===== src/hdl/alignment_window_variation_core_defines.svh =====
// Assertion macros shared by the alignment window variation core.
`ifndef ALIGNMENT_WINDOW_VARIATION_CORE_DEFINES_SVH
`define ALIGNMENT_WINDOW_VARIATION_CORE_DEFINES_SVH

// Same-cycle implication, sampled on clk, disabled during rst.
`define AWVC_ASSERT_NOW(label, ante, cons, msg) \
  label: assert property (@(posedge clk) disable iff (rst) (ante) |-> (cons)) \
    else $error(msg);

// Next-cycle implication, sampled on clk, disabled during rst.
`define AWVC_ASSERT_NEXT(label, ante, cons, msg) \
  label: assert property (@(posedge clk) disable iff (rst) (ante) |=> (cons)) \
    else $error(msg);

`endif


===== src/hdl/awvc_pkg.sv =====
// Shared constants and types of the alignment window variation core.
`default_nettype none

package awvc_pkg;

  localparam int NUM_SEQUENCES_DEF     = 17;
  localparam int STEP_COLUMNS_DEF      = 100;
  localparam int WINDOW_BLOCKS_DEF     = 10;
  localparam int COLUMN_INDEX_BITS_DEF = 20;

  localparam int CODE_W    = 3;
  localparam int NUM_CODES = 5;
  localparam logic [CODE_W-1:0] CODE_GAP = 3'd4;

  localparam int COUNT_W   = 5;
  localparam int COL_VAR_W = 2;

  localparam int START_W = 20;
  localparam int GAP_W   = 15;
  localparam int VAR_W   = 12;
  localparam int TOTAL_W = 22;

  localparam int QUEUE_DEPTH = 4;

  typedef struct packed {
    logic [COUNT_W-1:0]   gaps;
    logic [COL_VAR_W-1:0] vars;
    logic                 last;
  } col_sum_t;

endpackage

`default_nettype wire


===== src/hdl/awvc_front.sv =====
// Column front end: code counting, consensus vote and per-column variant count.
`default_nettype none

module awvc_front #(
  parameter int NUM_SEQUENCES = awvc_pkg::NUM_SEQUENCES_DEF
) (
  input  wire logic                                        clk,
  input  wire logic                                        rst,
  input  wire logic                                        column_valid,
  output logic                                             column_ready,
  input  wire logic [awvc_pkg::CODE_W*NUM_SEQUENCES-1:0]   column_bases,
  input  wire logic                                        last_column,
  output logic                                             sum_valid,
  input  wire logic                                        sum_ready,
  output awvc_pkg::col_sum_t                               sum
);

  logic [awvc_pkg::NUM_CODES-1:0][NUM_SEQUENCES-1:0] hit;
  logic [awvc_pkg::COUNT_W-1:0] count_comb [awvc_pkg::NUM_CODES];
  logic [awvc_pkg::COUNT_W-1:0] counts [awvc_pkg::NUM_CODES];
  logic                         stage_valid;
  logic                         stage_last;
  logic [awvc_pkg::CODE_W-1:0]  best;
  logic [awvc_pkg::COL_VAR_W-1:0] var_sum;

  always_comb begin
    for (int k = 0; k < awvc_pkg::NUM_CODES; k++) begin
      for (int j = 0; j < NUM_SEQUENCES; j++) begin
        hit[k][j] = (column_bases[awvc_pkg::CODE_W*j +: awvc_pkg::CODE_W] ==
                     awvc_pkg::CODE_W'(k));
      end
      count_comb[k] = awvc_pkg::COUNT_W'($countones(hit[k]));
    end
  end

  assign column_ready = !stage_valid || sum_ready;
  assign sum_valid    = stage_valid;

  always_ff @(posedge clk) begin
    if (rst) begin
      stage_valid <= 1'b0;
    end else if (column_ready) begin
      stage_valid <= column_valid;
    end
    if (column_ready && column_valid) begin
      counts     <= count_comb;
      stage_last <= last_column;
    end
  end

  // vote with tie priority A, C, G, T, gap
  always_comb begin
    best = '0;
    for (int k = 1; k < awvc_pkg::NUM_CODES; k++) begin
      if (counts[k] > counts[best]) best = awvc_pkg::CODE_W'(k);
    end
    var_sum = '0;
    if (best != awvc_pkg::CODE_GAP) begin
      for (int k = 0; k < awvc_pkg::NUM_CODES - 1; k++) begin
        if ((awvc_pkg::CODE_W'(k) != best) && (counts[k] != '0)) begin
          var_sum = var_sum + awvc_pkg::COL_VAR_W'(1);
        end
      end
    end
  end

  assign sum.gaps = counts[awvc_pkg::CODE_GAP];
  assign sum.vars = var_sum;
  assign sum.last = stage_last;

endmodule

`default_nettype wire


===== src/hdl/awvc_fifo.sv =====
// Small register queue between the column front end and the window back end.
`default_nettype none

module awvc_fifo #(
  parameter int WIDTH = 8,
  parameter int DEPTH = awvc_pkg::QUEUE_DEPTH
) (
  input  wire logic             clk,
  input  wire logic             rst,
  input  wire logic             wr_valid,
  output logic                  wr_ready,
  input  wire logic [WIDTH-1:0] wr_data,
  output logic                  rd_valid,
  input  wire logic             rd_ready,
  output logic [WIDTH-1:0]      rd_data
);

  localparam int PTR_W = (DEPTH > 1) ? $clog2(DEPTH) : 1;
  localparam int CNT_W = $clog2(DEPTH + 1);

  logic [WIDTH-1:0] mem [DEPTH];
  logic [PTR_W-1:0] wr_ptr;
  logic [PTR_W-1:0] rd_ptr;
  logic [CNT_W-1:0] count;
  logic             push;
  logic             pop;

  assign wr_ready = (count != CNT_W'(DEPTH));
  assign rd_valid = (count != '0);
  assign rd_data  = mem[rd_ptr];
  assign push     = wr_valid && wr_ready;
  assign pop      = rd_valid && rd_ready;

  always_ff @(posedge clk) begin
    if (rst) begin
      wr_ptr <= '0;
      rd_ptr <= '0;
      count  <= '0;
    end else begin
      if (push) begin
        wr_ptr <= (wr_ptr == PTR_W'(DEPTH - 1)) ? '0 : wr_ptr + PTR_W'(1);
      end
      if (pop) begin
        rd_ptr <= (rd_ptr == PTR_W'(DEPTH - 1)) ? '0 : rd_ptr + PTR_W'(1);
      end
      if (push && !pop) begin
        count <= count + CNT_W'(1);
      end else if (pop && !push) begin
        count <= count - CNT_W'(1);
      end
    end
    if (push) begin
      mem[wr_ptr] <= wr_data;
    end
  end

endmodule

`default_nettype wire


===== src/hdl/awvc_back.sv =====
// Window back end: block ring, running total and window result sequencer.
`default_nettype none

module awvc_back #(
  parameter int STEP_COLUMNS      = awvc_pkg::STEP_COLUMNS_DEF,
  parameter int WINDOW_BLOCKS     = awvc_pkg::WINDOW_BLOCKS_DEF,
  parameter int COLUMN_INDEX_BITS = awvc_pkg::COLUMN_INDEX_BITS_DEF
) (
  input  wire logic                         clk,
  input  wire logic                         rst,
  input  wire logic                         sum_valid,
  output logic                              sum_ready,
  input  wire awvc_pkg::col_sum_t           sum,
  output logic                              result_valid,
  input  wire logic                         result_ready,
  output logic [awvc_pkg::START_W-1:0]      window_start,
  output logic [awvc_pkg::GAP_W-1:0]        gap_count,
  output logic [awvc_pkg::VAR_W-1:0]        variant_count,
  output logic [awvc_pkg::TOTAL_W-1:0]      total_variants,
  output logic                              last_of_run
);

  localparam int OFF_W  = (STEP_COLUMNS > 1) ? $clog2(STEP_COLUMNS) : 1;
  localparam int SLOT_W = (WINDOW_BLOCKS > 1) ? $clog2(WINDOW_BLOCKS) : 1;
  localparam int CNT_W  = $clog2(WINDOW_BLOCKS + 1);
  localparam int CIB    = COLUMN_INDEX_BITS;
  localparam logic [CIB-1:0]    STEP_INC = CIB'(STEP_COLUMNS);
  localparam logic [OFF_W-1:0]  OFF_LAST = OFF_W'(STEP_COLUMNS - 1);
  localparam logic [SLOT_W-1:0] SLOT_LAST = SLOT_W'(WINDOW_BLOCKS - 1);
  localparam logic [CNT_W-1:0]  BLOCKS_FULL = CNT_W'(WINDOW_BLOCKS);

  typedef enum logic [1:0] {ST_IDLE, ST_GATHER, ST_EMIT} state_t;

  state_t                         state;
  logic [CIB-1:0]                 col;
  logic [OFF_W-1:0]               off;
  logic [SLOT_W-1:0]              slot;
  logic [CIB-1:0]                 blk_start;
  logic [CNT_W-1:0]               seen;
  logic [awvc_pkg::GAP_W-1:0]     cur_gap;
  logic [awvc_pkg::VAR_W-1:0]     cur_var;
  logic [awvc_pkg::TOTAL_W-1:0]   running_total;
  logic [awvc_pkg::GAP_W-1:0]     ring_gap [WINDOW_BLOCKS];
  logic [awvc_pkg::VAR_W-1:0]     ring_var [WINDOW_BLOCKS];
  logic [SLOT_W-1:0]              rd_slot;
  logic [CIB-1:0]                 rd_start;
  logic [CNT_W-1:0]               cnt;
  logic [CNT_W-1:0]               rem;
  logic [awvc_pkg::GAP_W-1:0]     acc_gap;
  logic [awvc_pkg::VAR_W-1:0]     acc_var;
  logic [awvc_pkg::TOTAL_W-1:0]   emit_total;

  logic                           block_first;
  logic                           block_end;
  logic                           full_window;
  logic                           has_result;
  logic [CNT_W-1:0]               gather_blocks;
  logic [CNT_W-1:0]               result_count;
  logic [awvc_pkg::GAP_W-1:0]     gap_next;
  logic [awvc_pkg::VAR_W-1:0]     var_next;
  logic [awvc_pkg::TOTAL_W-1:0]   total_next;
  logic                           out_free;

  function automatic logic [SLOT_W-1:0] slot_succ(input logic [SLOT_W-1:0] s);
    return (s == SLOT_LAST) ? '0 : s + SLOT_W'(1);
  endfunction

  function automatic logic [SLOT_W-1:0] slot_pred(input logic [SLOT_W-1:0] s);
    return (s == '0) ? SLOT_LAST : s - SLOT_W'(1);
  endfunction

  assign sum_ready     = (state == ST_IDLE);
  assign block_first   = (off == '0);
  assign block_end     = (off == OFF_LAST);
  assign full_window   = block_end && (seen == BLOCKS_FULL);
  assign has_result    = full_window || sum.last;
  assign gather_blocks = full_window ? BLOCKS_FULL : seen;
  assign result_count  = sum.last ? gather_blocks : CNT_W'(1);
  assign gap_next      = (block_first ? '0 : cur_gap) + awvc_pkg::GAP_W'(sum.gaps);
  assign var_next      = (block_first ? '0 : cur_var) + awvc_pkg::VAR_W'(sum.vars);
  assign total_next    = running_total + awvc_pkg::TOTAL_W'(sum.vars);
  assign out_free      = !result_valid || result_ready;

  always_ff @(posedge clk) begin
    if (rst) begin
      state         <= ST_IDLE;
      col           <= '0;
      off           <= '0;
      slot          <= '0;
      blk_start     <= '0;
      seen          <= CNT_W'(1);
      running_total <= '0;
      result_valid  <= 1'b0;
    end else begin
      if ((state == ST_EMIT) && out_free) begin
        result_valid <= 1'b1;
      end else if (result_ready) begin
        result_valid <= 1'b0;
      end
      case (state)
        ST_IDLE: begin
          if (sum_valid) begin
            cur_gap        <= gap_next;
            cur_var        <= var_next;
            ring_gap[slot] <= gap_next;
            ring_var[slot] <= var_next;
            emit_total     <= total_next;
            rd_slot        <= slot;
            rd_start       <= blk_start;
            cnt            <= gather_blocks;
            rem            <= result_count;
            acc_gap        <= '0;
            acc_var        <= '0;
            if (has_result) begin
              state <= ST_GATHER;
            end
            if (sum.last) begin
              col           <= '0;
              off           <= '0;
              slot          <= '0;
              blk_start     <= '0;
              seen          <= CNT_W'(1);
              running_total <= '0;
            end else begin
              running_total <= total_next;
              col           <= col + CIB'(1);
              if (col == '1) begin
                off       <= '0;
                slot      <= '0;
                blk_start <= '0;
                seen      <= CNT_W'(1);
              end else if (block_end) begin
                off       <= '0;
                slot      <= slot_succ(slot);
                blk_start <= col + CIB'(1);
                seen      <= (seen == BLOCKS_FULL) ? seen : seen + CNT_W'(1);
              end else begin
                off <= off + OFF_W'(1);
              end
            end
          end
        end
        ST_GATHER: begin
          acc_gap <= acc_gap + ring_gap[rd_slot];
          acc_var <= acc_var + ring_var[rd_slot];
          if (cnt == CNT_W'(1)) begin
            state <= ST_EMIT;
          end else begin
            rd_slot  <= slot_pred(rd_slot);
            rd_start <= rd_start - STEP_INC;
            cnt      <= cnt - CNT_W'(1);
          end
        end
        ST_EMIT: begin
          if (out_free) begin
            window_start   <= awvc_pkg::START_W'(rd_start);
            gap_count      <= acc_gap;
            variant_count  <= acc_var;
            total_variants <= emit_total;
            last_of_run    <= (rem == CNT_W'(1));
            acc_gap        <= acc_gap - ring_gap[rd_slot];
            acc_var        <= acc_var - ring_var[rd_slot];
            rd_slot        <= slot_succ(rd_slot);
            rd_start       <= rd_start + STEP_INC;
            rem            <= rem - CNT_W'(1);
            if (rem == CNT_W'(1)) begin
              state <= ST_IDLE;
            end
          end
        end
        default: begin
          state <= ST_IDLE;
        end
      endcase
    end
  end

endmodule

`default_nettype wire


===== src/hdl/alignment_window_variation_core.sv =====
// Top level of the alignment window variation core.
`default_nettype none

// One alignment column is taken per transaction; the front end counts codes in
// one register stage and votes the consensus behind it and can accept a column every
// cycle unless back-pressure holds its stage, while a four-entry queue feeds the
// back end. The back end takes a column that ends no window and is not the final
// column without leaving its idle state. For a column that completes a window, or the
// final column, it reads K (at most WINDOW_BLOCKS) block sums from the ring one per
// cycle, then shows R results, each from an output register that frees as it is
// taken, and takes no new column until the last result is registered. Results of
// one column arrive in ascending window start order, last_of_run marking the last
// one. After reset the block is ready at once; no memory clearing pass is needed.

`include "alignment_window_variation_core_defines.svh"

module alignment_window_variation_core #(
  parameter int NUM_SEQUENCES     = awvc_pkg::NUM_SEQUENCES_DEF,
  parameter int STEP_COLUMNS      = awvc_pkg::STEP_COLUMNS_DEF,
  parameter int WINDOW_BLOCKS     = awvc_pkg::WINDOW_BLOCKS_DEF,
  parameter int COLUMN_INDEX_BITS = awvc_pkg::COLUMN_INDEX_BITS_DEF
) (
  input  wire logic                                        clk,
  input  wire logic                                        rst,
  input  wire logic                                        column_valid,
  output logic                                             column_ready,
  input  wire logic [awvc_pkg::CODE_W*NUM_SEQUENCES-1:0]   column_bases,
  input  wire logic                                        last_column,
  output logic                                             result_valid,
  input  wire logic                                        result_ready,
  output logic [awvc_pkg::START_W-1:0]                     window_start,
  output logic [awvc_pkg::GAP_W-1:0]                       gap_count,
  output logic [awvc_pkg::VAR_W-1:0]                       variant_count,
  output logic [awvc_pkg::TOTAL_W-1:0]                     total_variants,
  output logic                                             last_of_run
);

  localparam int SUM_W = $bits(awvc_pkg::col_sum_t);

  awvc_pkg::col_sum_t front_sum;
  awvc_pkg::col_sum_t q_sum;
  logic               front_valid;
  logic               front_ready;
  logic               q_valid;
  logic               q_ready;

  awvc_front #(
    .NUM_SEQUENCES (NUM_SEQUENCES)
  ) u_front (
    .clk          (clk),
    .rst          (rst),
    .column_valid (column_valid),
    .column_ready (column_ready),
    .column_bases (column_bases),
    .last_column  (last_column),
    .sum_valid    (front_valid),
    .sum_ready    (front_ready),
    .sum          (front_sum)
  );

  awvc_fifo #(
    .WIDTH (SUM_W),
    .DEPTH (awvc_pkg::QUEUE_DEPTH)
  ) u_queue (
    .clk      (clk),
    .rst      (rst),
    .wr_valid (front_valid),
    .wr_ready (front_ready),
    .wr_data  (front_sum),
    .rd_valid (q_valid),
    .rd_ready (q_ready),
    .rd_data  (q_sum)
  );

  awvc_back #(
    .STEP_COLUMNS      (STEP_COLUMNS),
    .WINDOW_BLOCKS     (WINDOW_BLOCKS),
    .COLUMN_INDEX_BITS (COLUMN_INDEX_BITS)
  ) u_back (
    .clk            (clk),
    .rst            (rst),
    .sum_valid      (q_valid),
    .sum_ready      (q_ready),
    .sum            (q_sum),
    .result_valid   (result_valid),
    .result_ready   (result_ready),
    .window_start   (window_start),
    .gap_count      (gap_count),
    .variant_count  (variant_count),
    .total_variants (total_variants),
    .last_of_run    (last_of_run)
  );

  `AWVC_ASSERT_NOW(no_pop_mid_run, result_valid && result_ready && !last_of_run, !(q_valid && q_ready), "column taken from queue while a result run is open")
  `AWVC_ASSERT_NEXT(run_continues, result_valid && result_ready && !last_of_run, result_valid, "result run broken before its last transaction")
  `AWVC_ASSERT_NEXT(run_start_step, result_valid && result_ready && !last_of_run, window_start == awvc_pkg::START_W'($past(window_start) + awvc_pkg::START_W'(STEP_COLUMNS)), "window start does not advance by one block")
  `AWVC_ASSERT_NEXT(run_total_stable, result_valid && result_ready && !last_of_run, total_variants == $past(total_variants), "total changed within a result run")

endmodule

`default_nettype wire


===== config.mk =====
export PLATFORM = sky130hd
export DESIGN_NAME = alignment_window_variation_core
export DESIGN_NICKNAME = d
export VERILOG_FILES = /design/src/hdl/awvc_pkg.sv /design/src/hdl/awvc_front.sv /design/src/hdl/awvc_fifo.sv /design/src/hdl/awvc_back.sv /design/src/hdl/alignment_window_variation_core.sv
export VERILOG_INCLUDE_DIRS = /design/src /design/src/hdl
export SDC_FILE = /design/constraint.sdc
export NUM_CORES = 1
export LEC_CHECK = 0
export BUFFER_PORTS_ARGS = -buffer_cell sky130_fd_sc_hd__buf_2
export CAP_MARGIN = 10
export CORE_UTILIZATION = 40
export DETAILED_ROUTE_END_ITERATION = 12
export GPL_ROUTABILITY_DRIVEN = 0
export GPL_TIMING_DRIVEN = 0
export SETUP_SLACK_MARGIN = 0.15
export SYNTH_ARGS = -nofsm -noshare
export SYNTH_HDL_FRONTEND = slang
export SYNTH_SLANG_ARGS = --single-unit

===== constraint.sdc =====
create_clock -name clk -period 11.15 [get_ports clk]
set_input_delay 1.6725 -clock clk [delete_from_list [all_inputs] [get_ports clk]]
set_output_delay 1.6725 -clock clk [all_outputs]
set_load 0.02 [all_outputs]

==> results of run 1 <==
[layout make-up]
class / count / area (um^2) / share of cell area, %
Timing Repair Buffer: 147 / 966 / 2.81
Tap cell: 969 / 1210 / 3.53
Clock buffer: 85 / 1720 / 5.02
Buffer: 85 / 398 / 1.16
Inverter: 191 / 717 / 2.09
Sequential cell: 600 / 17100 / 49.7
Multi-Input combinational cell: 1488 / 12000 / 35.0
Clock inverter: 29 / 226 / 0.659
[power by group]
part	switching, mW	internal (mW)
sequential	0.186	3.04
clock	0.867	1.14
combinational	2.36	1.50
total	3.42	5.68
[per-stage QoR]
stage,total power [mW],instance area (um^2),utilization (%),worst slack (ns)
2_1_floorplan,5.98,30100,-,3.69
3_3_place_gp,6.96,32000,43.0,0.409
3_5_place_dp,7.12,32400,43.5,2.55
4_1_cts,9.15,34300,46.1,2.52
5_1_grt,9.67,34300,46.1,1.84
6_report,9.10,34300,46.1,2.50
[flip-flops by register name (all words and copies together), names as in the netlist, 5 cells and up, named ones only]
register               cells
u_back.cur_var            12
u_back.window_start       20
u_back.emit_total         22
u_back.ring_gap          150
u_back.variant_count      12
u_back.off                 7
u_front.sum                5
u_back.total_variants     22
u_back.acc_gap            15
u_back.acc_var            12
u_back.ring_var          120
u_back.rd_start           20
u_queue.mem               32
u_back.gap_count          15
u_back.col                20
u_back.running_total      22
u_back.cur_gap            15
u_back.blk_start          20
u_front.counts            20
[kinds of logic (layout without fill, tap and decap cells)]
logic type | Yosys count | after routing | synth area share [%]
xor gates and xnor gates | 137 | 137 | 3.98
buffers and inverters | 276 | 537 | 3.70
adders and majority gates | 224 | 224 | 11.0
DFF | 600 | 600 | 56.7
AOI/OAI and AO/OA | 362 | 362 | 7.61
muxes | 145 | 145 | 6.61
and+or+nand+nor | 620 | 620 | 10.5
[Yosys cell counts (9+ instances only)]
| library cell | number | area, um^2 |
|---|---|---|
| sky130_fd_sc_hd__o22ai_1 | 17 | 106 |
| sky130_fd_sc_hd__a21o_1 | 25 | 188 |
| sky130_fd_sc_hd__and3b_1 | 18 | 158 |
| sky130_fd_sc_hd__or3_1 | 16 | 100 |
| sky130_fd_sc_hd__o211ai_1 | 9 | 67.6 |
| sky130_fd_sc_hd__ha_1 | 157 | 1960 |
| sky130_fd_sc_hd__nand4_1 | 10 | 62.6 |
| sky130_fd_sc_hd__a211oi_1 | 14 | 105 |
| sky130_fd_sc_hd__o31ai_1 | 18 | 135 |
| sky130_fd_sc_hd__nor3b_1 | 55 | 413 |
| sky130_fd_sc_hd__o21a_1 | 17 | 128 |
| sky130_fd_sc_hd__mux4_2 | 34 | 766 |
| sky130_fd_sc_hd__a22oi_1 | 24 | 180 |
| sky130_fd_sc_hd__mux2_2 | 53 | 597 |
| sky130_fd_sc_hd__xnor2_1 | 75 | 657 |
| sky130_fd_sc_hd__or2_2 | 10 | 62.6 |
| sky130_fd_sc_hd__nand2b_1 | 20 | 125 |
| sky130_fd_sc_hd__nor2_1 | 174 | 653 |
| sky130_fd_sc_hd__a21oi_1 | 108 | 541 |
| sky130_fd_sc_hd__a31oi_1 | 14 | 87.6 |
| sky130_fd_sc_hd__inv_1 | 189 | 709 |
| sky130_fd_sc_hd__nor3_1 | 55 | 275 |
| sky130_fd_sc_hd__nor2b_1 | 21 | 131 |
| sky130_fd_sc_hd__mux2i_1 | 55 | 551 |
| sky130_fd_sc_hd__dfxtp_1 | 94 | 1880 |
| sky130_fd_sc_hd__nand2_1 | 126 | 473 |
| sky130_fd_sc_hd__and2_1 | 19 | 119 |
| sky130_fd_sc_hd__o21ai_0 | 69 | 345 |
| sky130_fd_sc_hd__nand3_1 | 48 | 240 |
| sky130_fd_sc_hd__and3_1 | 22 | 138 |
| sky130_fd_sc_hd__edfxtp_1 | 506 | 15200 |
| sky130_fd_sc_hd__a22o_1 | 15 | 131 |
| sky130_fd_sc_hd__clkbuf_1 | 63 | 236 |
| sky130_fd_sc_hd__xor2_1 | 62 | 543 |
| sky130_fd_sc_hd__o21bai_1 | 10 | 75.1 |
| sky130_fd_sc_hd__fa_1 | 67 | 1340 |
[worst register-to-register path, delay by kind of cell (launching register included)]
kind / cells / cell delay (ns)
multiplexers: 2 / 0.72
flip-flops: 1 / 0.46
XOR/XNOR: 1 / 0.09
AND/OR/NAND/NOR: 5 / 0.93
AO/OA/AOI/OAI: 19 / 3.67
buffers and inverters: 4 / 1.05
adder cells (fa/ha/maj): 5 / 1.49
[per-layer routing]
layer | wire, um | vias to the layer above
met5 | 9 | -
met2 | 35200 | 496
met3 | 3540 | 113
met1 | 30300 | 9568
met4 | 2160 | 2
li1 | - | 9055
[final timing paths]
check                              endpoint
setup / recovery          u_queue.mem[0][2]
hold / removal    u_back.total_variants[16]
hold reg to reg   u_back.total_variants[16]
setup reg to reg          u_queue.mem[0][2]
==> results.txt, run 1 <==
- Along the worst hold path, the cell count comes to 0.
* Worst relative slew slack: 25.7%
- Maximum level of the CTS H-tree: 3
* Gate count after technology mapping: 2364
- Routing usage on met1: 23.8%
* Avg Inst Size Synth: 12.7 um^2
* Final clock period utilization by the worst path: roughly 78%
- When the netlist entered floorplanning its net count stood at around 2600.
- Across the VDD grid, the largest voltage drop is 124 uV.
* Average detailed-routed wire length per instance: about 20 um
- Setup repair after global routing missed its margin: no
- Busiest layer in global routing: met2
- Num Clock Sinks: 600
- Leakage: 12.9 nW
- After synthesis, flip-flops and latches occupy 56.7% of the total area.
- For this run the aggregate overflow at the end of global routing stands at 0.
- Count of nets left with antenna violations after detail routing: 0
- Worst hold margin: 0.413 ns
* Clock slew seen by the registers of the worst setup and hold paths: 0.06 ns
- Buffers inserted by post-CTS timing repair: 0
* Number of cells after detailed placement: 3479
* Row Count: 100
- Sum of negative setup slack: 0 ns
- STA classifies the critical path startpoint as a register.
- The tree is rooted in a sky130_fd_sc_hd__clkbuf_16.
- Starting Density: 40.5%
- Result of the run: finished, final reports clean
- The tightest min-delay check is of the reg -> reg type.
- Global routing consumed, on the met3 layer, 2.89% of the routing resources.
- Clock latency at the later pin of the worst-skew pair: 0.60 ns
* Growth of design area from synthesis to finish: 14.0%
- I/O pin total: 128
* Number of standard cells in the layout, taps in and fillers out: 3594
- Total inserted antenna cells: 0
- Leaving out fill and tap cells, the most frequent cell in the layout is sky130_fd_sc_hd__edfxtp_1.
- The top cell types in the final layout, fill and taps aside, are sky130_fd_sc_hd__edfxtp_1 (506), sky130_fd_sc_hd__inv_1 (189), sky130_fd_sc_hd__nor2_1 (166).
- Via count of the routed design: 19234
- EDFF count, synth: 506
- Inserted Clock Buffers: 66
- The synthesized design contains 600 register bits.
- Final WL: 71300 um
- The post-route netlist has 13.8% of its cells at a drive strength greater than 1.
- The critical path runs through a total of 36 cells.
- Number of global-route vias before repair: 19578
* Routed vias/inst: 5.35
- The die is about 280 um tall.
* Pin count of the biggest net entering global routing: 32
* Category of the worst setup path capture point: register
* Synth unique cells: 70
* Maximum operating frequency: 0.116 GHz
- Biggest cell delay along the critical path: 0.46 ns
- Across all register-to-register paths, the minimum setup slack is 2.50 ns.
- Die width: 276 um
- For the pin with the worst max-slew slack, the measured transition is 1.11 ns.
- Time the worst path needs with I/O delays and setup: between 8 and 9 ns
- CP max FO: 10
- For this design, the CTS-stage hold fixing added 0 buffers.
- After the first detailed-routing iteration, the DRC count stood at 1214.
- Proportion of synthesized flip-flops having asynchronous set or reset: 0%
* Clock tree from TritonCTS: built
* Number of buffer and inverter stages on the critical path: 4
- Broken down by cell family, the worst path's largest delay share belongs to compound AO/OA/AOI/OAI gates.
- Total DRC errors in the routed layout: 0
- Required time at the endpoint of the critical path: 11.47 ns
* Total count of max-transition violations in the final report: 0
- Power density normalized to cell area: around 260 nW/um^2
* Hold violation total from the final report: 0
- Netlist area before placement: 30100 um^2
* Maximum capacitance violations: 0
* Number of buffers added on ports: 126
- No sink is reached through more buffers than the 3 on the longest clock path.
* Arrival time at the worst endpoint: 8.97 ns
- Counting stages on the worst path, the most repeated cell is sky130_fd_sc_hd__o21a_1.
- Worst reg2reg path depth: 36
* Post-layout nets: about 2900
- Number of warnings printed during yosys synthesis: 0
* Most used flip-flop cell after synthesis: sky130_fd_sc_hd__edfxtp_1
- In the global route stage, overall resource usage came out at 18.6%.
* Startpoint of the worst hold path: u_back.emit_total[16]
- The first TritonRoute pass finished after 5 iterations.
* Detailed placement HPWL: 52000 um
* Critical Path Start: u_front.counts[19]
- The number of antenna violations at the first check in global routing was 1.
- Std-Cell Core Area: 74400 um^2
- Critical path type: reg -> reg
- Final Skew: 0.0284 ns
* Reg-to-reg critical path startpoint: u_front.counts[19]
- Total die area: 76400 um^2
- For met2 alone, demand over resource in global routing was approximately 32%.
- Number of resized instances in the post-cts repair step: 0
* Number of fill cells: 6636
* Setup violators final: 0
* Slowest cell on crit path: sky130_fd_sc_hd__edfxtp_1
- Global-route wire length before repair: 110000 um
(Power assumes the default switching activity.)
==> inputs of run 2 (changes only) <==
- ABC_AREA: unset -> 1
- clock period: 11.15 -> 6.97 ns (I/O delays scaled with it)
==> results.txt, run 2 <==
- Before antenna repair, the detailed router went through 6 iterations.
- sky130_fd_sc_hd__edfxtp_1 takes more of the synthesized area than any other cell.
- The hold violation count in the final report is 0.
* Commonest non-fill, non-tap cells in the layout: sky130_fd_sc_hd__edfxtp_1 (506), sky130_fd_sc_hd__nand2_1 (474), sky130_fd_sc_hd__inv_1 (389)
- The clock tree synthesis step divided the H-tree into 2 levels.
* Worst Hold Class: reg -> reg
* Growth of design area from synthesis to finish: 14.6%
- Entering global routing, the biggest net connects 31 pins.
- After global routing the overflow that remains totals 0.
- In the final layout, the share of cells above drive strength 1 is 11.9%.
- Row Count: 101
* Num Clock Sinks: 600
* Final WL: 76300 um
* Vertical die dimension: 279 um
* Net count after synthesis: 3267
- Clock slew seen by the registers of the worst setup and hold paths: ~0.060 ns
- Number of buffer and inverter stages on the critical path: 8
- Global-route wire length before repair: approximately 120000 um
- Counting the fill cells in the layout gives around 7000.
* Combined global-route utilization of all metal layers: 19.5%
* Netlist area before placement: 30700 um^2
- Post-layout nets: 3480
- Maximum capacitance violations: 0
- Starting Density: 40.5%
- For the final routed database, the setup TNS stands at 0 ns.
- I/O pin total: between 100 and 150
- Routed vias/inst: 5.03
- Via count of the routed design: 21549
* Synth area leaders: sky130_fd_sc_hd__edfxtp_1 (49%), sky130_fd_sc_hd__ha_1 (6.4%), sky130_fd_sc_hd__dfxtp_1 (6.1%), sky130_fd_sc_hd__nand2_1 (5.8%), sky130_fd_sc_hd__inv_1 (4.8%)
* Root Driver: sky130_fd_sc_hd__clkbuf_16
- After synthesis, the largest area contributor takes up slightly below 50% of total cell area.
- Most used flip-flop cell after synthesis: sky130_fd_sc_hd__edfxtp_1
- Inserted Clock Buffers: 61
- Final Skew: 0.0280 ns
- Total inserted antenna cells: 0
* Setup repair after global routing missed its margin: no
- Once routing completed, OpenROAD measured the worst setup slack at 0.733 ns.
- Gate count after technology mapping: 2987
- In the final layout, the multi-input gates occupy roughly 12000 um^2.
- For this run, the slowest stage of the critical path takes 0.37 ns.
- Result of the run: finished, final reports clean
- DRC marker count from the first detailed-route iteration: 1622
- In this run the worst path has a maximum fanout of 10.
- Number of buffers added on ports: 126
- Die width: 279 um
* Avg Inst Size Synth: about 10 um^2
* Worst hold margin: 0.412 ns
* Slowest cell on crit path: sky130_fd_sc_hd__edfxtp_1
* Area after DPL: 33100 um^2
- The final critical path takes up 89.5% of the cycle.
- The largest registers in the layout are u_back.ring_gap x150, u_back.ring_var x120, u_queue.mem x32.
- Setup violators final: 0
- Most common library cell in the layout ignoring fill and taps: sky130_fd_sc_hd__edfxtp_1
- The worst setup path is captured at a register.
* Total DRC errors in the routed layout: 0
* Final Power: 16.0 mW
- Clock latency at the later pin of the worst-skew pair: approximately 0.64 ns
- The final number of max-transition violations was 0.
- The floorplan step defined a die boundary enclosing 78000 um^2.
- By instance count, the cell type seen most on the critical path is sky130_fd_sc_hd__nand2_1.
* Number of global-route vias before repair: 21046
- Std-Cell Core Area: around 76000 um^2
* Proportion of synthesized flip-flops having asynchronous set or reset: 0%
- In this run the remaining antenna-violating nets after routing total 0.
- Worst Setup Start Kind: register
- Leakage: roughly 14 nW
* Leading cell types by count after synthesis: sky130_fd_sc_hd__edfxtp_1 (506), sky130_fd_sc_hd__nand2_1 (477), sky130_fd_sc_hd__inv_1 (391)
- Post-synthesis sequential element count: 600
- EDFF count, synth: 506
- The routed design could run at a clock period as short as 6.24 ns.
* Peak supply drop: 218 uV
- Average detailed-routed wire length per instance: 17.8 um
* Worst relative slew slack: 23.7%
- The number of antenna violations at the first check in global routing was 1.
- In this run the power density over the cells is between 400 and 500 nW/um^2.
- After routing the design area is 35200 um^2.
- Setup Slack @ Placement: -0.122 ns
* Top register by number of flip-flops: u_back.ring_gap
- Max reg flops: 150
- Registers take 17100 um^2.
- Required time at the endpoint of the critical path: ~7.3 ns
- After legalization and detailed placement, the total HPWL measured 55400 um.
- Based on the critical path, the design can be clocked at up to 0.160 GHz.
- By instance count, the leading cell after synthesis is sky130_fd_sc_hd__edfxtp_1.
- The clock passes through at most 3 buffers.
- After synthesis, the netlist uses 60 different library cells.
- Number of warnings printed during yosys synthesis: 0
* Final Util: 46.4%
- On the critical path the largest part of the delay comes from simple AND/OR/NAND/NOR gates.
* Critical path type: reg -> reg
* Number of standard cells in the layout, taps in and fillers out: 4281
* Sequential share of the synthesized area: 55.5%
* Arrival time at the worst endpoint: approximately 6.6 ns
- Number of cells after detailed placement: 4162
- At the pin with the least slew margin, the transition time is 1.14 ns.
- TritonCTS built the clock tree.
-- run 2: changes by cell type after synthesis, sizes merged, moves of 35 or more --
cell   before  now
xnor2      75   34
nor3b      56   17
mux2       53    0
inv       190  410
mux2i      55    0
nand3      48  178
o21ai      70  211
nand2     127  485
nor2      174  284
buf        21   56
nor3       55   99
mux4       37    0
-- run 2: final timing paths --
kind                         from                  endpoint  slack, ns  cells after the start
max            u_front.counts[24]         u_queue.mem[0][2]       0.73                     43
min          u_back.emit_total[6]  u_back.total_variants[6]       0.41                      0
max reg2reg    u_front.counts[24]         u_queue.mem[0][2]       0.73                     43
min reg2reg  u_back.emit_total[6]  u_back.total_variants[6]       0.41                      0
-- run 2: worst register-to-register path: cells and delay by family (launching register included) --
family	cells	cell delay, ns
AO/OA/AOI/OAI	12	1.69
buffers and inverters	8	0.71
AND/OR/NAND/NOR	18	1.76
flip-flops	1	0.37
adder cells (fa/ha/maj)	5	1.43
-- run 2: area by class of cell --
class / instances / area share (%)
Buffer: 87 / 1.53
Inverter: 413 / 4.41
Multi-Input combinational cell: 1887 / 33.3
Sequential cell: 600 / 48.5
Clock buffer: 72 / 4.65
Timing Repair Buffer: 150 / 2.88
Tap cell: 1030 / 3.66
Clock inverter: 42 / 1.15
-- run 2: routing by layer --
metal  vias up  routed length (um)  track usage, %
met5         -                   0               0
met4         0                2530            7.00
met3       131                3840            2.56
met2       576               36200            33.2
met1     10211               33700            25.5
li1      10631                   -               -
-- run 2: power by group --
| group | switching (mW) | leakage, nW | internal, mW |
|---|---|---|---|
| sequential | 0.293 | 5.48 | 5.00 |
| combinational | 4.98 | 7.61 | 2.37 |
| clock | 1.42 | 0.986 | 1.91 |
-- run 2: repair_timing --
action,4_1_cts,5_1_grt
endpoints found under the hold margin,0,0
endpoints found under the setup margin,8,8
hold buffers,0,0
setup buffers,0,4
pin swaps,0,6
resized for setup,3,16
-- run 2: cell families after synthesis --
family	after synthesis	share of synthesized area, %
and+or+nand+nor	1103	15.6
DFF	600	55.5
buffers and inverters	500	6.78
AOI/OAI and AO/OA	467	8.66
adders and majority gates	224	10.8
xor gates and xnor gates	93	2.65
==> inputs of run 3 (changes only) <==
- SYNTH_HIERARCHICAL: unset -> 1
==> results.txt, run 3 <==
- The critical path is of the reg -> reg type.
- Critical Path Start: u_front/counts[24]
* Cell taking the most area after synthesis: sky130_fd_sc_hd__edfxtp_1
- Reg area: about 17000 um^2
- The final critical path takes up 89.6% of the cycle.
- Summing every instance area after synthesis gives 30500 um^2.
* Setup violators final: 0
- Clock-pin slew was measured on the worst setup and hold paths at 0.06 ns.
- A synthesized cell averages 10.1 um^2.
- Final Power: 16.1 mW
- During synthesis, Yosys emitted a total of 6 warnings.
- After synthesis the netlist holds a flip-flop and latch count of 600.
* Total DRC errors in the routed layout: 0
* Slowest cell on crit path: sky130_fd_sc_hd__edfxtp_1
- In this run the worst hold path is classified as reg -> reg.
- For this run, the post-layout net count is 3463.
- Transition at the pin with the smallest max-transition slack: between 1 and 1.5 ns
- The final number of max-transition violations came to 0.
* Number of antenna violations at the first check in global routing: 3
* Root Driver: sky130_fd_sc_hd__clkbuf_16
- Synthesis produced between 3000 and 4000 cells.
- Setup repair after global routing left no endpoint under its margin.
* Die width: between 200 and 300 um
- Maximum capacitance violations: 0
- Result of the run: finished, final reports clean
- Between clock sinks in the finished design, the worst skew comes to 0.0330 ns.
- Maximum operating frequency: ~0.16 GHz
* Combined global-route utilization of all metal layers: 19.8%
* Registers with the most flip-flops: u_back/ring_gap x150, u_back/ring_var x120, u_queue/mem x32
- Proportion of synthesized flip-flops having asynchronous set or reset: 0%
- The first global-routing pass estimated 118000 um of wire.
* Portion of synthesized cell area occupied by the leading cell type: 49.8%
- Detailed routing inserted a total of 21451 vias.
- Counting both buffers and inverters, the worst setup path holds a total of 8.
- Sequential elements use 56.0% of the synthesized area.
* Starting Density: around two fifths
- The commonest cells after synthesis are sky130_fd_sc_hd__nand2_1 (555), sky130_fd_sc_hd__edfxtp_1 (506), sky130_fd_sc_hd__inv_1 (361).
- For this design the ratio of total power to cell area is 459 nW/um^2.
* Biggest cell delay along the critical path: 0.39 ns
- Most numerous cell on the critical path: sky130_fd_sc_hd__nand2_1
- The worst register-to-register path begins at u_front/counts[24].
* Share of layout cells above drive strength 1: 12.8%
- Number of global-route vias before repair: 21034
- Max reg flops: 150
- By area the synthesized netlist is led by sky130_fd_sc_hd__edfxtp_1 (50%), sky130_fd_sc_hd__nand2_1 (6.8%), sky130_fd_sc_hd__dfxtp_1 (6.2%), sky130_fd_sc_hd__ha_1 (4.8%), sky130_fd_sc_hd__inv_1 (4.4%).
- Std-Cell Core Area: 74900 um^2
- Number of buffers added on ports: ~130
* Hold violation total from the final report: 0
* Clock latency at the later pin of the worst-skew pair: 0.62 ns
- The clock passes through at most 3 buffers.
* Arrival time at the worst endpoint: ~6.7 ns
- During I/O placement, the number of pins put on the boundary was 128.
* Commonest non-fill, non-tap cells in the layout: sky130_fd_sc_hd__nand2_1 (555), sky130_fd_sc_hd__edfxtp_1 (506), sky130_fd_sc_hd__inv_1 (361)
* Clock tree from TritonCTS: built
- Most used flip-flop cell after synthesis: sky130_fd_sc_hd__edfxtp_1
- Combined area of the multi-input logic cells: 11400 um^2
- Net count after synthesis: 3241
* Maximum level of the CTS H-tree: 3
- Inserted Clock Buffers: 67
- Time the worst path needs with I/O delays and setup: 6.25 ns
- Routed vias/inst: 5.04
- After detailed routing, the average wire length per cell comes to approximately 18 um.
- Summed over all cells, the static leakage comes to 14.3 nW.
* Final Util: 46.8%
* CP max FO: 10
- Once detail routing completed, the nets flagged for antenna violations numbered 0.
* Final WL: 75800 um
* EDFF count, synth: around 510
- STA classifies the critical path startpoint as a register.
* Area after DPL: 32900 um^2
- Total non-filler cell area in the finished layout: 35100 um^2
- Num Clock Sinks: 600
- For this run the aggregate overflow at the end of global routing stands at 0.
* Length of the first detailed-routing pass in iterations: 5
- Growth of design area from synthesis to finish: 15.0%
- Startpoint of the worst hold path: u_back/emit_total[8]
* Pin count of the biggest net entering global routing: 29
- By instance count, the leading cell after synthesis is sky130_fd_sc_hd__nand2_1.
- Measured against its own limit, the worst slew margin works out to 26.1%.
* Detailed placement HPWL: 54800 um
- Top register by number of flip-flops: u_back/ring_gap
* Synth unique cells: 67
* Family with the most delay on the worst path: simple AND/OR/NAND/NOR gates
* Total die area: 77400 um^2
- The detailed router finished its first iteration with 1730 violations.
- The layout has around 6900 filler cells.
- Row generation in the floorplan step produced 100 rows.
- Peak supply drop: 229 uV
* Category of the worst setup path capture point: register
* Required time at the endpoint of the critical path: 7.38 ns
- Vertical die dimension: 278 um
* Most common library cell in the layout ignoring fill and taps: sky130_fd_sc_hd__nand2_1
run 3: what timing repair did:
action	CTS	global route
setup endpoints to repair	0	4
buffers inserted	0	0
hold buffers	0	0
gates resized for setup	0	1
run 3: through the flow:
stage                     TNS [ns]  hold WS [ns]  std cells  setup WS, ns
final                            0         0.418       4252         0.722
after global routing             0         0.432       4252         0.162
after CTS                        0         0.419       4250         0.540
after detailed placement         0         0.405       4129         0.591
after global placement     -710.51         0.403       4103         -5.44
after floorplan                  0         0.400       3007         0.195
run 3: path summary, 6_finish.rpt:
path         slack [ns]                       end  cells after the start
max                0.72         u_queue/mem[2][2]                     44
min                0.42  u_back/total_variants[8]                      0
max reg2reg        0.72         u_queue/mem[2][2]                     44
min reg2reg        0.42  u_back/total_variants[8]                      0
run 3: final cells by class:
cell class	count	area share, %
Antenna cell	2	0.0143
Buffer	91	1.76
Clock buffer	81	5.14
Clock inverter	40	1.19
Inverter	386	4.18
Multi-Input combinational cell	1930	32.6
Sequential cell	600	48.7
Tap cell	969	3.46
Timing Repair Buffer	153	2.95
run 3: worst register-to-register path, delay by kind of cell, from the launching register on:
family | cells | cell delay [ns]
adder cells (fa/ha/maj) | 5 | 1.45
flip-flops | 1 | 0.39
buffers and inverters | 8 | 0.79
AO/OA/AOI/OAI | 4 | 0.69
AND/OR/NAND/NOR | 27 | 2.70
run 3: kinds of logic after synthesis:
family,after synthesis,synth area share (%)
simple gates,1221,17.4
buf+inv,477,6.83
flops,600,56.0
compound gates,438,8.28
xor+xnor,93,2.67
fa+ha+maj,178,8.83
run 3: per-layer routing:
| layer | wire [um] | global-route usage (%) | part of all wire, % | vias up |
|---|---|---|---|---|
| met5 | 0 | 0 | 0 | - |
| met4 | 2750 | 7.88 | 3.6 | 0 |
| met3 | 3920 | 2.91 | 5.2 | 129 |
| met2 | 35900 | 33.0 | 47 | 554 |
| met1 | 33200 | 25.9 | 44 | 10097 |
| li1 | - | - | - | 10671 |
run 3: power breakdown:
part | internal [mW] | leakage, nW | total, mW | switching, mW
clock | 2.12 | 1.07 | 3.56 | 1.45
combinational | 2.33 | 7.75 | 7.29 | 4.95
sequential | 4.96 | 5.47 | 5.24 | 0.281
